--- src/hw/rtl/ovle_pkg.sv ---
// types, codes and states shared by the ordered value list engine
`default_nettype none

package ovle_pkg;

    // request actions
    localparam logic [1:0] ACT_APPEND = 2'd0;
    localparam logic [1:0] ACT_DELETE = 2'd1;
    localparam logic [1:0] ACT_MODIFY = 2'd2;
    localparam logic [1:0] ACT_SEARCH = 2'd3;

    // result status codes
    localparam logic [1:0] ST_DONE      = 2'd0;
    localparam logic [1:0] ST_NOT_FOUND = 2'd1;
    localparam logic [1:0] ST_FULL      = 2'd2;
    localparam logic [1:0] ST_EMPTY     = 2'd3;

    localparam int unsigned VALUE_W = 32;
    localparam int unsigned COUNT_W = 5;

    // request payload
    typedef struct packed {
        logic [1:0]                action;
        logic signed [VALUE_W-1:0] key;
        logic signed [VALUE_W-1:0] new_value;
    } ovle_req_t;

    // result payload
    typedef struct packed {
        logic [1:0]         status;
        logic [COUNT_W-1:0] entry_count;
    } ovle_rsp_t;

    // finished result offered by the sequencer to the output stage
    typedef struct packed {
        logic      valid;
        ovle_rsp_t data;
    } ovle_res_t;

    // sequencer states
    typedef enum logic [1:0] {
        SEQ_IDLE,
        SEQ_SCAN,
        SEQ_SHIFT,
        SEQ_RESULT
    } ovle_state_t;

endpackage

`default_nettype wire

--- src/hw/rtl/ovle_ram.sv ---
// generic simple dual-port ram with one write port and a registered read port
`default_nettype none

module ovle_ram #(
    parameter int unsigned WIDTH = 32,
    parameter int unsigned DEPTH = 16
) (
    input  wire logic                     clk,
    input  wire logic                     we,
    input  wire logic [$clog2(DEPTH)-1:0] waddr,
    input  wire logic [WIDTH-1:0]         wdata,
    input  wire logic                     re,
    input  wire logic [$clog2(DEPTH)-1:0] raddr,
    output logic      [WIDTH-1:0]         rdata
);

    logic [WIDTH-1:0] mem_reg [DEPTH];
    logic [WIDTH-1:0] rdata_reg;

    // write port and registered read, old data on a same-address collision
    always_ff @(posedge clk)
    begin
        if (we)
        begin
            mem_reg[waddr] <= wdata;
        end
        if (re)
        begin
            rdata_reg <= mem_reg[raddr];
        end
    end

    assign rdata = rdata_reg;

endmodule

`default_nettype wire

--- src/hw/rtl/ovle_seq.sv ---
// request sequencer: append, scan for first match, modify and shift-down delete
`default_nettype none

module ovle_seq
    import ovle_pkg::*;
#(
    parameter int unsigned DEPTH = 16
) (
    input  wire logic                     clk,
    input  wire logic                     rst_n,
    input  wire logic                     req_valid,
    input  wire ovle_req_t                req,
    output logic                          req_stall,
    input  wire logic                     res_take,
    output ovle_res_t                     res,
    output logic                          mem_we,
    output logic [$clog2(DEPTH)-1:0]      mem_waddr,
    output logic [VALUE_W-1:0]            mem_wdata,
    output logic                          mem_re,
    output logic [$clog2(DEPTH)-1:0]      mem_raddr,
    input  wire logic [VALUE_W-1:0]       mem_rdata
);

    localparam int unsigned AW = $clog2(DEPTH);
    localparam int unsigned CW = $clog2(DEPTH + 1);

    ovle_state_t      state_reg,    state_next;
    logic [CW-1:0]    count_reg,    count_next;
    logic             rd_pend_reg,  rd_pend_next;
    logic [1:0]       act_reg,      act_next;
    logic [VALUE_W-1:0] key_reg,    key_next;
    logic [VALUE_W-1:0] val_reg,    val_next;
    logic [1:0]       status_reg,   status_next;
    logic [AW-1:0]    scan_idx_reg, scan_idx_next;
    logic [AW-1:0]    rd_idx_reg,   rd_idx_next;
    logic [AW-1:0]    sh_dst_reg,   sh_dst_next;

    logic [CW-1:0]    count_m1;
    logic [AW-1:0]    last_idx;
    logic             full;

    assign count_m1 = count_reg - CW'(1);
    assign last_idx = count_m1[AW-1:0];
    assign full     = (count_reg == CW'(DEPTH));

    // control state
    always_ff @(posedge clk or negedge rst_n)
    begin
        if (!rst_n)
        begin
            state_reg   <= SEQ_IDLE;
            count_reg   <= '0;
            rd_pend_reg <= 1'b0;
        end
        else
        begin
            state_reg   <= state_next;
            count_reg   <= count_next;
            rd_pend_reg <= rd_pend_next;
        end
    end

    // request and index holding registers
    always_ff @(posedge clk)
    begin
        act_reg      <= act_next;
        key_reg      <= key_next;
        val_reg      <= val_next;
        status_reg   <= status_next;
        scan_idx_reg <= scan_idx_next;
        rd_idx_reg   <= rd_idx_next;
        sh_dst_reg   <= sh_dst_next;
    end

    // next state, memory accesses and result
    always_comb
    begin
        state_next    = state_reg;
        count_next    = count_reg;
        act_next      = act_reg;
        key_next      = key_reg;
        val_next      = val_reg;
        status_next   = status_reg;
        scan_idx_next = scan_idx_reg;
        rd_idx_next   = scan_idx_reg;
        sh_dst_next   = sh_dst_reg;
        mem_we        = 1'b0;
        mem_waddr     = sh_dst_reg;
        mem_wdata     = mem_rdata;
        mem_re        = 1'b0;
        mem_raddr     = scan_idx_reg;

        unique case (state_reg)
            SEQ_IDLE:
            begin
                if (req_valid)
                begin
                    act_next      = req.action;
                    key_next      = req.key;
                    val_next      = req.new_value;
                    scan_idx_next = '0;
                    state_next    = SEQ_RESULT;
                    status_next   = ST_DONE;
                    if (req.action == ACT_APPEND)
                    begin
                        if (full)
                        begin
                            status_next = ST_FULL;
                        end
                        else
                        begin
                            // append goes straight to the tail slot
                            mem_we     = 1'b1;
                            mem_waddr  = count_reg[AW-1:0];
                            mem_wdata  = req.new_value;
                            count_next = count_reg + CW'(1);
                        end
                    end
                    else if (count_reg == '0)
                    begin
                        status_next = ST_EMPTY;
                    end
                    else
                    begin
                        state_next = SEQ_SCAN;
                    end
                end
            end

            SEQ_SCAN:
            begin
                // issue the next read while comparing the one in flight
                mem_re    = 1'b1;
                mem_raddr = scan_idx_reg;
                if (scan_idx_reg != last_idx)
                begin
                    scan_idx_next = scan_idx_reg + AW'(1);
                end
                if (rd_pend_reg)
                begin
                    if (mem_rdata == key_reg)
                    begin
                        status_next = ST_DONE;
                        state_next  = SEQ_RESULT;
                        unique case (act_reg)
                            ACT_APPEND:
                            begin
                                state_next = SEQ_RESULT;
                            end
                            ACT_SEARCH:
                            begin
                                state_next = SEQ_RESULT;
                            end
                            ACT_MODIFY:
                            begin
                                mem_we    = 1'b1;
                                mem_waddr = rd_idx_reg;
                                mem_wdata = val_reg;
                            end
                            ACT_DELETE:
                            begin
                                if (rd_idx_reg == last_idx)
                                begin
                                    count_next = count_m1;
                                end
                                else
                                begin
                                    // fetch the successor of the matched slot
                                    mem_raddr   = rd_idx_reg + AW'(1);
                                    sh_dst_next = rd_idx_reg;
                                    state_next  = SEQ_SHIFT;
                                end
                            end
                        endcase
                    end
                    else if (rd_idx_reg == last_idx)
                    begin
                        status_next = ST_NOT_FOUND;
                        state_next  = SEQ_RESULT;
                    end
                end
            end

            SEQ_SHIFT:
            begin
                // move one entry down a slot per cycle
                mem_we    = 1'b1;
                mem_waddr = sh_dst_reg;
                mem_wdata = mem_rdata;
                if ((sh_dst_reg + AW'(1)) == last_idx)
                begin
                    count_next  = count_m1;
                    status_next = ST_DONE;
                    state_next  = SEQ_RESULT;
                end
                else
                begin
                    mem_re      = 1'b1;
                    mem_raddr   = sh_dst_reg + AW'(2);
                    sh_dst_next = sh_dst_reg + AW'(1);
                end
            end

            SEQ_RESULT:
            begin
                if (res_take)
                begin
                    state_next = SEQ_IDLE;
                end
            end

            default:
            begin
                state_next = SEQ_IDLE;
            end
        endcase

        rd_pend_next = (state_reg == SEQ_SCAN) && (state_next == SEQ_SCAN);
    end

    assign req_stall            = (state_reg != SEQ_IDLE);
    assign res.valid            = (state_reg == SEQ_RESULT);
    assign res.data.status      = status_reg;
    assign res.data.entry_count = COUNT_W'(count_reg);

`ifndef SYNTH
    // the list never holds more than the memory depth
    a_count_bound: assert property (@(posedge clk) disable iff (!rst_n)
        count_reg <= CW'(DEPTH))
        else $error("entry count above depth");

    // memory is written only while an item is being worked on
    a_write_ctx: assert property (@(posedge clk) disable iff (!rst_n)
        mem_we |-> (state_reg == SEQ_SCAN || state_reg == SEQ_SHIFT
                    || (state_reg == SEQ_IDLE && req_valid)))
        else $error("memory write outside an item");

    // shift reads ahead of the slot being written
    a_shift_sep: assert property (@(posedge clk) disable iff (!rst_n)
        (state_reg == SEQ_SHIFT && mem_re) |-> (mem_raddr != mem_waddr))
        else $error("shift read collides with write");

    // count moves only when an item finishes
    a_count_move: assert property (@(posedge clk) disable iff (!rst_n)
        (count_next != count_reg) |=> (state_reg == SEQ_RESULT))
        else $error("count changed without a result");
`endif

endmodule

`default_nettype wire

--- src/hw/rtl/ordered_value_list_engine_core.sv ---
// top level of the ordered value list engine: sequencer, entry memory, output register
//
//   channel | direction | payload    | handshake
//   req     | in        | ovle_req_t | req_valid / req_stall
//   rsp     | out       | ovle_rsp_t | rsp_valid / rsp_stall
//
// one item at a time; append and empty-list requests go straight to the result
// state, while search, modify and delete scan the list with one compare per
// read, and a delete moves each later entry with one read and one write per cycle.
// reset clears the count, state and output valid; entries need no clearing since
// only slots below the count are read. a held result in the output register does
// not block a new request; a stalled output holds the sequencer in its result state.
`default_nettype none

module ordered_value_list_engine_core
    import ovle_pkg::*;
#(
    parameter int unsigned DEPTH = 16
) (
    input  wire logic      clk,
    input  wire logic      rst_n,
    input  wire logic      req_valid,
    output logic           req_stall,
    input  wire ovle_req_t req,
    output logic           rsp_valid,
    input  wire logic      rsp_stall,
    output ovle_rsp_t      rsp
);

    localparam int unsigned AW = $clog2(DEPTH);

    ovle_res_t          res;
    logic               res_take;
    logic               mem_we;
    logic [AW-1:0]      mem_waddr;
    logic [VALUE_W-1:0] mem_wdata;
    logic               mem_re;
    logic [AW-1:0]      mem_raddr;
    logic [VALUE_W-1:0] mem_rdata;

    logic               out_valid_reg, out_valid_next;
    ovle_rsp_t          out_data_reg,  out_data_next;

    // entry storage
    ovle_ram #(
        .WIDTH (VALUE_W),
        .DEPTH (DEPTH)
    ) u_ram (
        .clk   (clk),
        .we    (mem_we),
        .waddr (mem_waddr),
        .wdata (mem_wdata),
        .re    (mem_re),
        .raddr (mem_raddr),
        .rdata (mem_rdata)
    );

    // request sequencer
    ovle_seq #(
        .DEPTH (DEPTH)
    ) u_seq (
        .clk       (clk),
        .rst_n     (rst_n),
        .req_valid (req_valid),
        .req       (req),
        .req_stall (req_stall),
        .res_take  (res_take),
        .res       (res),
        .mem_we    (mem_we),
        .mem_waddr (mem_waddr),
        .mem_wdata (mem_wdata),
        .mem_re    (mem_re),
        .mem_raddr (mem_raddr),
        .mem_rdata (mem_rdata)
    );

    // output register loads when empty or when its transfer completes
    always_comb
    begin
        res_take       = res.valid && (!out_valid_reg || !rsp_stall);
        out_data_next  = out_data_reg;
        out_valid_next = out_valid_reg && rsp_stall;
        if (res_take)
        begin
            out_valid_next = 1'b1;
            out_data_next  = res.data;
        end
    end

    always_ff @(posedge clk or negedge rst_n)
    begin
        if (!rst_n)
        begin
            out_valid_reg <= 1'b0;
        end
        else
        begin
            out_valid_reg <= out_valid_next;
        end
    end

    always_ff @(posedge clk)
    begin
        out_data_reg <= out_data_next;
    end

    assign rsp_valid = out_valid_reg;
    assign rsp       = out_data_reg;

endmodule

`default_nettype wire
--- config.mk ---
export PLATFORM = sky130hd
export DESIGN_NAME = ordered_value_list_engine_core
export DESIGN_NICKNAME = d
export VERILOG_FILES = /design/src/hw/rtl/ovle_pkg.sv /design/src/hw/rtl/ovle_ram.sv /design/src/hw/rtl/ovle_seq.sv /design/src/hw/rtl/ordered_value_list_engine_core.sv
export SDC_FILE = /design/constraint.sdc
export NUM_CORES = 1
export LEC_CHECK = 0
export BUFFER_PORTS_ARGS = -buffer_cell sky130_fd_sc_hd__buf_2
export CAP_MARGIN = 20
export CORE_MARGIN = 2
export CORE_UTILIZATION = 43
export DETAILED_ROUTE_END_ITERATION = 6
export GPL_ROUTABILITY_DRIVEN = 0
export SLEW_MARGIN = 15
export SYNTH_ARGS = -nofsm -noshare
export SYNTH_HDL_FRONTEND = slang
export SYNTH_SLANG_ARGS = --single-unit
--- constraint.sdc ---
create_clock -name clk -period 13.59 [get_ports clk]
set_clock_uncertainty 0.05 [all_clocks]
set_input_delay 2.718 -clock clk [delete_from_list [all_inputs] [get_ports clk]]
set_output_delay 2.718 -clock clk [all_outputs]
set_load 0.01 [all_outputs]
======== Yosys cells after proc, flatten, opt, wreduce, memory -nomap -nowiden ========
Memory sizes are Yosys's and may differ from the RTL's. A register that Yosys moved wholly into a read port is not among the register bits.
Index checks and enable logic that the tools add are counted.
word-level totals
  register bits ........................... 96
  bits in latches ......................... 0
  RAM bits ................................ 512
  memory bits (read-only) ................. 0
  input bits .............................. 70
  output and inout bits ................... 9
  word-level logic and storage cells ...... 131
  memories ................................ 1
operators by class
  add/sub/neg operators ................... 6
  multiply operators ...................... 0
  divide/modulo/power cells ............... 0
  $lt $le $gt $ge ......................... 0
  equal/unequal tests ..................... 23
  shift-type cells ........................ 0
  muxes and demuxes ....................... 70
  bitwise logic cells ..................... 0
  reductions and logical operators ........ 18
memories
  name           depth  width  rd ports  clocked after Yosys merged registers in  write ports  RTL line        source
  u_ram.mem_reg  16     32     1         1                                        1            ovle_ram.sv:17  logic [WIDTH-1:0] mem_reg [DEPTH];
operators with widths
  kind                                           count
  two-way mux 32 bit                             6
  two-way mux 4 bit                              18
  one-hot mux 32 bit (2 select lines)            1
  two-way mux 5 bit                              8
  two-way mux 2 bit                              17
  == test 32 bit                                 1
  one-hot mux 4 bit (2 select lines)             4
  one-hot mux 5 bit (3 select lines)             1
  adder 4 x 1 -> 4 bit, second input constant    3
  != test 2 x 1 -> 1 bit, second input constant  6
  two-way mux 1 bit                              11
  != test 2 bit, second input constant           5
  AND reduction 9 bit                            1
  == test 4 bit                                  2
  one-hot mux 2 bit (4 select lines)             1
  == test 2 x 1 -> 1 bit, second input constant  3
  == test 2 bit, second input constant           3
  one-hot mux 2 bit (3 select lines)             1
  AND reduction 6 bit                            1
  nonzero test 2 bit                             3
  adder 5 x 1 -> 5 bit, second input constant    1
  == test 5 bit, second input constant           1
  zero test 5 bit                                1
  AND reduction 5 bit                            1
  other kinds (13)                               17

======== Depth between registers and ports, before layout ========
  depth in word-level cells ............... 9
  mapped depth ............................ 15
  mapped depth without buffers ............ 11

======== Modules after synthesis ========
A second synthesis with hierarchy kept.
unflattened totals
  cells, all modules ...................... 1241
  area, all modules ....................... 25270.5 um^2
modules (own cells, without submodules)
  module                          instances  cells an instance  area an instance (um^2)  sequential area each (um^2)
  ovle_ram                        1          838                20155.6                  16335.7
  ovle_seq                        1          393                4860.9                   2562.5
  ordered_value_list_engine_core  1          10                 254.0                    235.2

======== Worst setup path after synthesis ========
No wires, ideal clock.
  path type ............................... in2reg
  start ................................... input port req[65] in the netlist's numbering
  end ..................................... memory u_ram.mem_reg[0][0], enable pin
  library setup time ...................... 0.421 ns
  arrival ................................. 5.418 ns
  required time ........................... 13.119 ns
  setup slack ............................. 7.701 ns
  stages .................................. 7
  buffers on the path ..................... 1
  cell sequence ........................... nor2_1 o211ai_1 clkbuf_1 a21oi_1 o221ai_1 or2_2 nor2_1
between the ends
  cells in the longest elaborated chain, start to end .. 6
  elaborated cells between the ends (all ways) .. 9
  classes of those cells .................. mux: 8; reduce/logical: 1
ends and longest elaborated chain
  what                                     RTL line                              source
  start, declared                          ordered_value_list_engine_core.sv:24  input wire ovle_req_t req,
  zero test 2 bit (*)                      ovle_seq.sv:104                       if (req.action == ACT_APPEND)
  two-way mux 1 bit                        ovle_seq.sv:104
  two-way mux 1 bit                        ovle_seq.sv:96                        if (req_valid)
  one-hot mux 1 bit (3 select lines)       ovle_seq.sv:93                        unique case (state_reg)
  two-way mux 1 bit                        ovle_ram.sv:23                        if (we)
  two-way mux 1 bit (implied by the code)  ovle_ram.sv:25                        mem_reg[waddr] <= wdata;
  end, declared                            ovle_ram.sv:17
Every way passes the cells marked *; elsewhere a longest branch is shown, timed or not.

======== Final worst setup path ========
  start ................................... input port req[65] in the netlist's numbering
  end ..................................... memory u_ram.mem_reg[15][23], enable pin
Same word-level chain as after synthesis.

==> run metrics <==
Setup TNS=0 ns; hold-fix buffers at CTS=0; status=finished clean; Post-synth ARST share=0.01406; cell count along the critical path=11; Worst R2R Start=u_seq.count_reg[0]; Ys Warns=0; delay-heaviest family, CP=simple AND/OR/NAND/NOR gates; WP data required=13.81 ns; clk_lat worst skew=0.61 ns; endpoints failing setup=0; Seq/Total Area, Yosys=0.7380; Post-CTS Resized=0; power per cell area=275.5 nW/um^2; Worst Reg2Reg Path Length in Cells=13; Power, Total=8.078 mW; I/O Buffers=78; Cells after DPL=2635; WHS=0.3703 ns; Crit-path slowest cell=nor2_4; core area=60020 um^2; cell mode on critical path=buf_4; synthesized cell area=25930 um^2; Post-DRT Antenna Nets=0; Vias=15890; Post-route DRC=0; register bit total from synthesis=640; worst hold start=u_seq.rd_idx_next[3]; die width=249.5 um; CTS tree=built; layout cell share with drive strength beyond 1=0.1188; initial antenna violation count=0; # diodes=0; Least-Margin Pin Slew=1.146 ns; initial drt markers=1408; drt total wl=64120 um; TritonCTS Sinks=640; largest net degree at the start of global routing=190; Via-to-Cell Ratio=5.758; post-route clock period utilization=0.4104; post-CTS setup buffers=0; Commonest cells post-synth=edfxtp_1, nand2_1, nand3_1; Root Driver=clkbuf_16; area delta synth->final=13.08%; Achievable Freq=179.3 MHz; synth top area cells=edfxtp_1, nand2_1, nand3_1; largest stage delay on the critical path=0.69 ns; row cnt=90; Die Span Y=249.5 um; non-filler instance count after layout=2760; die area=62270 um^2; first-pass GRT wire length=96050 um; slew margin rel.=0.2361; I/O pin count=79; most common cell in the netlist=edfxtp_1; Post-synth EDFFs=627; CP endpoint kind=register; Startpoint Class=input pin; max reg flops=512; Final min period=5.577 ns; Hold Path End=u_seq.rd_idx_reg[3]; Max IR drop VDD=0.2029 mV; Clock Path Buffers=3; Most used DFF post-synth=edfxtp_1; initial core utilization=0.4320; post-synth top area share=0.7262; fin. max-slew vios=0; Tot GR Track Use=0.2050; H-tree lvl count=3; cells after synthesis=1859; Hold Fails Final Rpt=0; Max Cap Viol=0; unrepaired setup endpoints after global routing=no; Post-DP HPWL=36150 um; Syn Nets=1940; grt ovf=0; First-pass DRT Iterations=5; crit path kind=in -> reg; Leakage=10.02 nW; CP arrival=5.80 ns; wire per inst=23.23 um; post-synthesis cell type count=60; clock transition at the registers of the reported paths=0.06 ns; Buffers & Inverters on Critical Path=4; CP cell instances=buf_2, nor2_1, o211ai_1, buf_4, nor2_4, buf_4, nor3_1, nor2_1, nand3_1, nor2_4, buf_4; cell taking the most area after synthesis=edfxtp_1; crit path max fanout=30; HP Class=reg -> reg; CTS buffer count=69; syn avg cell area=13.95 um^2; vias in the first global route=15380; r2r setup slk=8.07 ns; final net count=2006; hold path depth=0; r2r endpoint=u_ram.rdata[16]
where the power goes:
group          switching [mW]  internal (mW)  total, mW
registers               0.163           2.87       3.03
clock network           0.750          0.987       1.74
logic                    2.33          0.986       3.31
worst reg2reg max path: stages (launching register included):
cell     delay, ns
dfrtp_1       0.64
inv_1         0.18
ha_1          0.28
xnor2_1       0.48
nand2_1       0.17
a41o_1        0.28
nor4b_1       0.26
a31oi_1       0.13
nand3_4       0.42
buf_4         0.64
buf_4         0.91
nand3_1       0.29
a32o_1        0.33
a211o_1       0.22
cell type report:
| type | count | area, um^2 |
|---|---|---|
| Inverter | 13 | 48.80 |
| Multi-Input combinational cell | 1092 | 6415 |
| Clock inverter | 38 | 220.2 |
| Timing Repair Buffer | 109 | 668.1 |
| Clock buffer | 86 | 1854 |
| Fill cell | 5140 | 30700 |
| Tap cell | 782 | 978.4 |
| Sequential cell | 640 | 19130 |
cells by family (layout without fill, tap and decap cells):
logic type                 Yosys count  in the layout  share of synthesized area
and+or+nand+nor                    668            668                     0.1085
DFF                                640            640                     0.7380
AOI/OAI and AO/OA                  312            312                    0.08952
buffers and inverters              127            246                    0.02167
xor gates and xnor gates            55             55                    0.01911
muxes                               46             46                    0.01786
adders and majority gates           11             11                   0.005309
metrics by stage:
step / util / setup WS [ns] / area, um^2
after CTS: 0.4880 / 7.967 / 29290
after detailed placement: 0.4535 / 7.347 / 27220
final: 0.4885 / 8.013 / 29320
after global placement: 0.4531 / 7.423 / 27200
after global routing: 0.4885 / 7.617 / 29320
after floorplan: - / 7.701 / 25930
how the worst max path moves through the flow:
stage | from | endpoint | slack, ns
floorplan | req[65] | u_ram.mem_reg[0][0] | 7.70
global placement | req[65] | u_ram.mem_reg[8][11] | 7.42
detailed placement | req[65] | u_ram.mem_reg[13][24] | 7.35
CTS | req[65] | u_ram.mem_reg[13][21] | 7.97
global route | u_seq.count_reg[0] | u_ram.rdata[16] | 7.62
finish | req[65] | u_ram.mem_reg[15][23] | 8.01
layout by cell type (no fill, tap or decap), types with 6 or more instances in the layout:
cell / instances
nor3_1: 7
nor2_1: 27
a22oi_1: 30
clkinv_2: 9
buf_4: 28
buf_2: 78
nand2_1: 458
inv_1: 12
nand3_1: 105
clkbuf_1: 14
clkinv_1: 22
o21ai_0: 7
a32o_1: 32
xnor2_1: 48
mux2i_1: 44
a221oi_1: 34
xor2_1: 6
a211o_1: 33
edfxtp_1: 627
clkbuf_16: 72
nor2_4: 19
dfrtp_1: 9
a32oi_1: 32
ha_1: 11
nand4_1: 14
a31oi_1: 38
a21oi_1: 77
routing by layer:
metal	vias to the layer above	share of wire	GRT usage	wire length, um
li1	7192	-	-	-
met1	8009	0.44	0.2930	28310
met2	574	0.46	0.3183	29620
met3	116	0.069	0.03922	4429
met4	0	0.028	0.06523	1769
met5	-	0	0	0
Note: power is estimated with default switching activity, not from simulation.
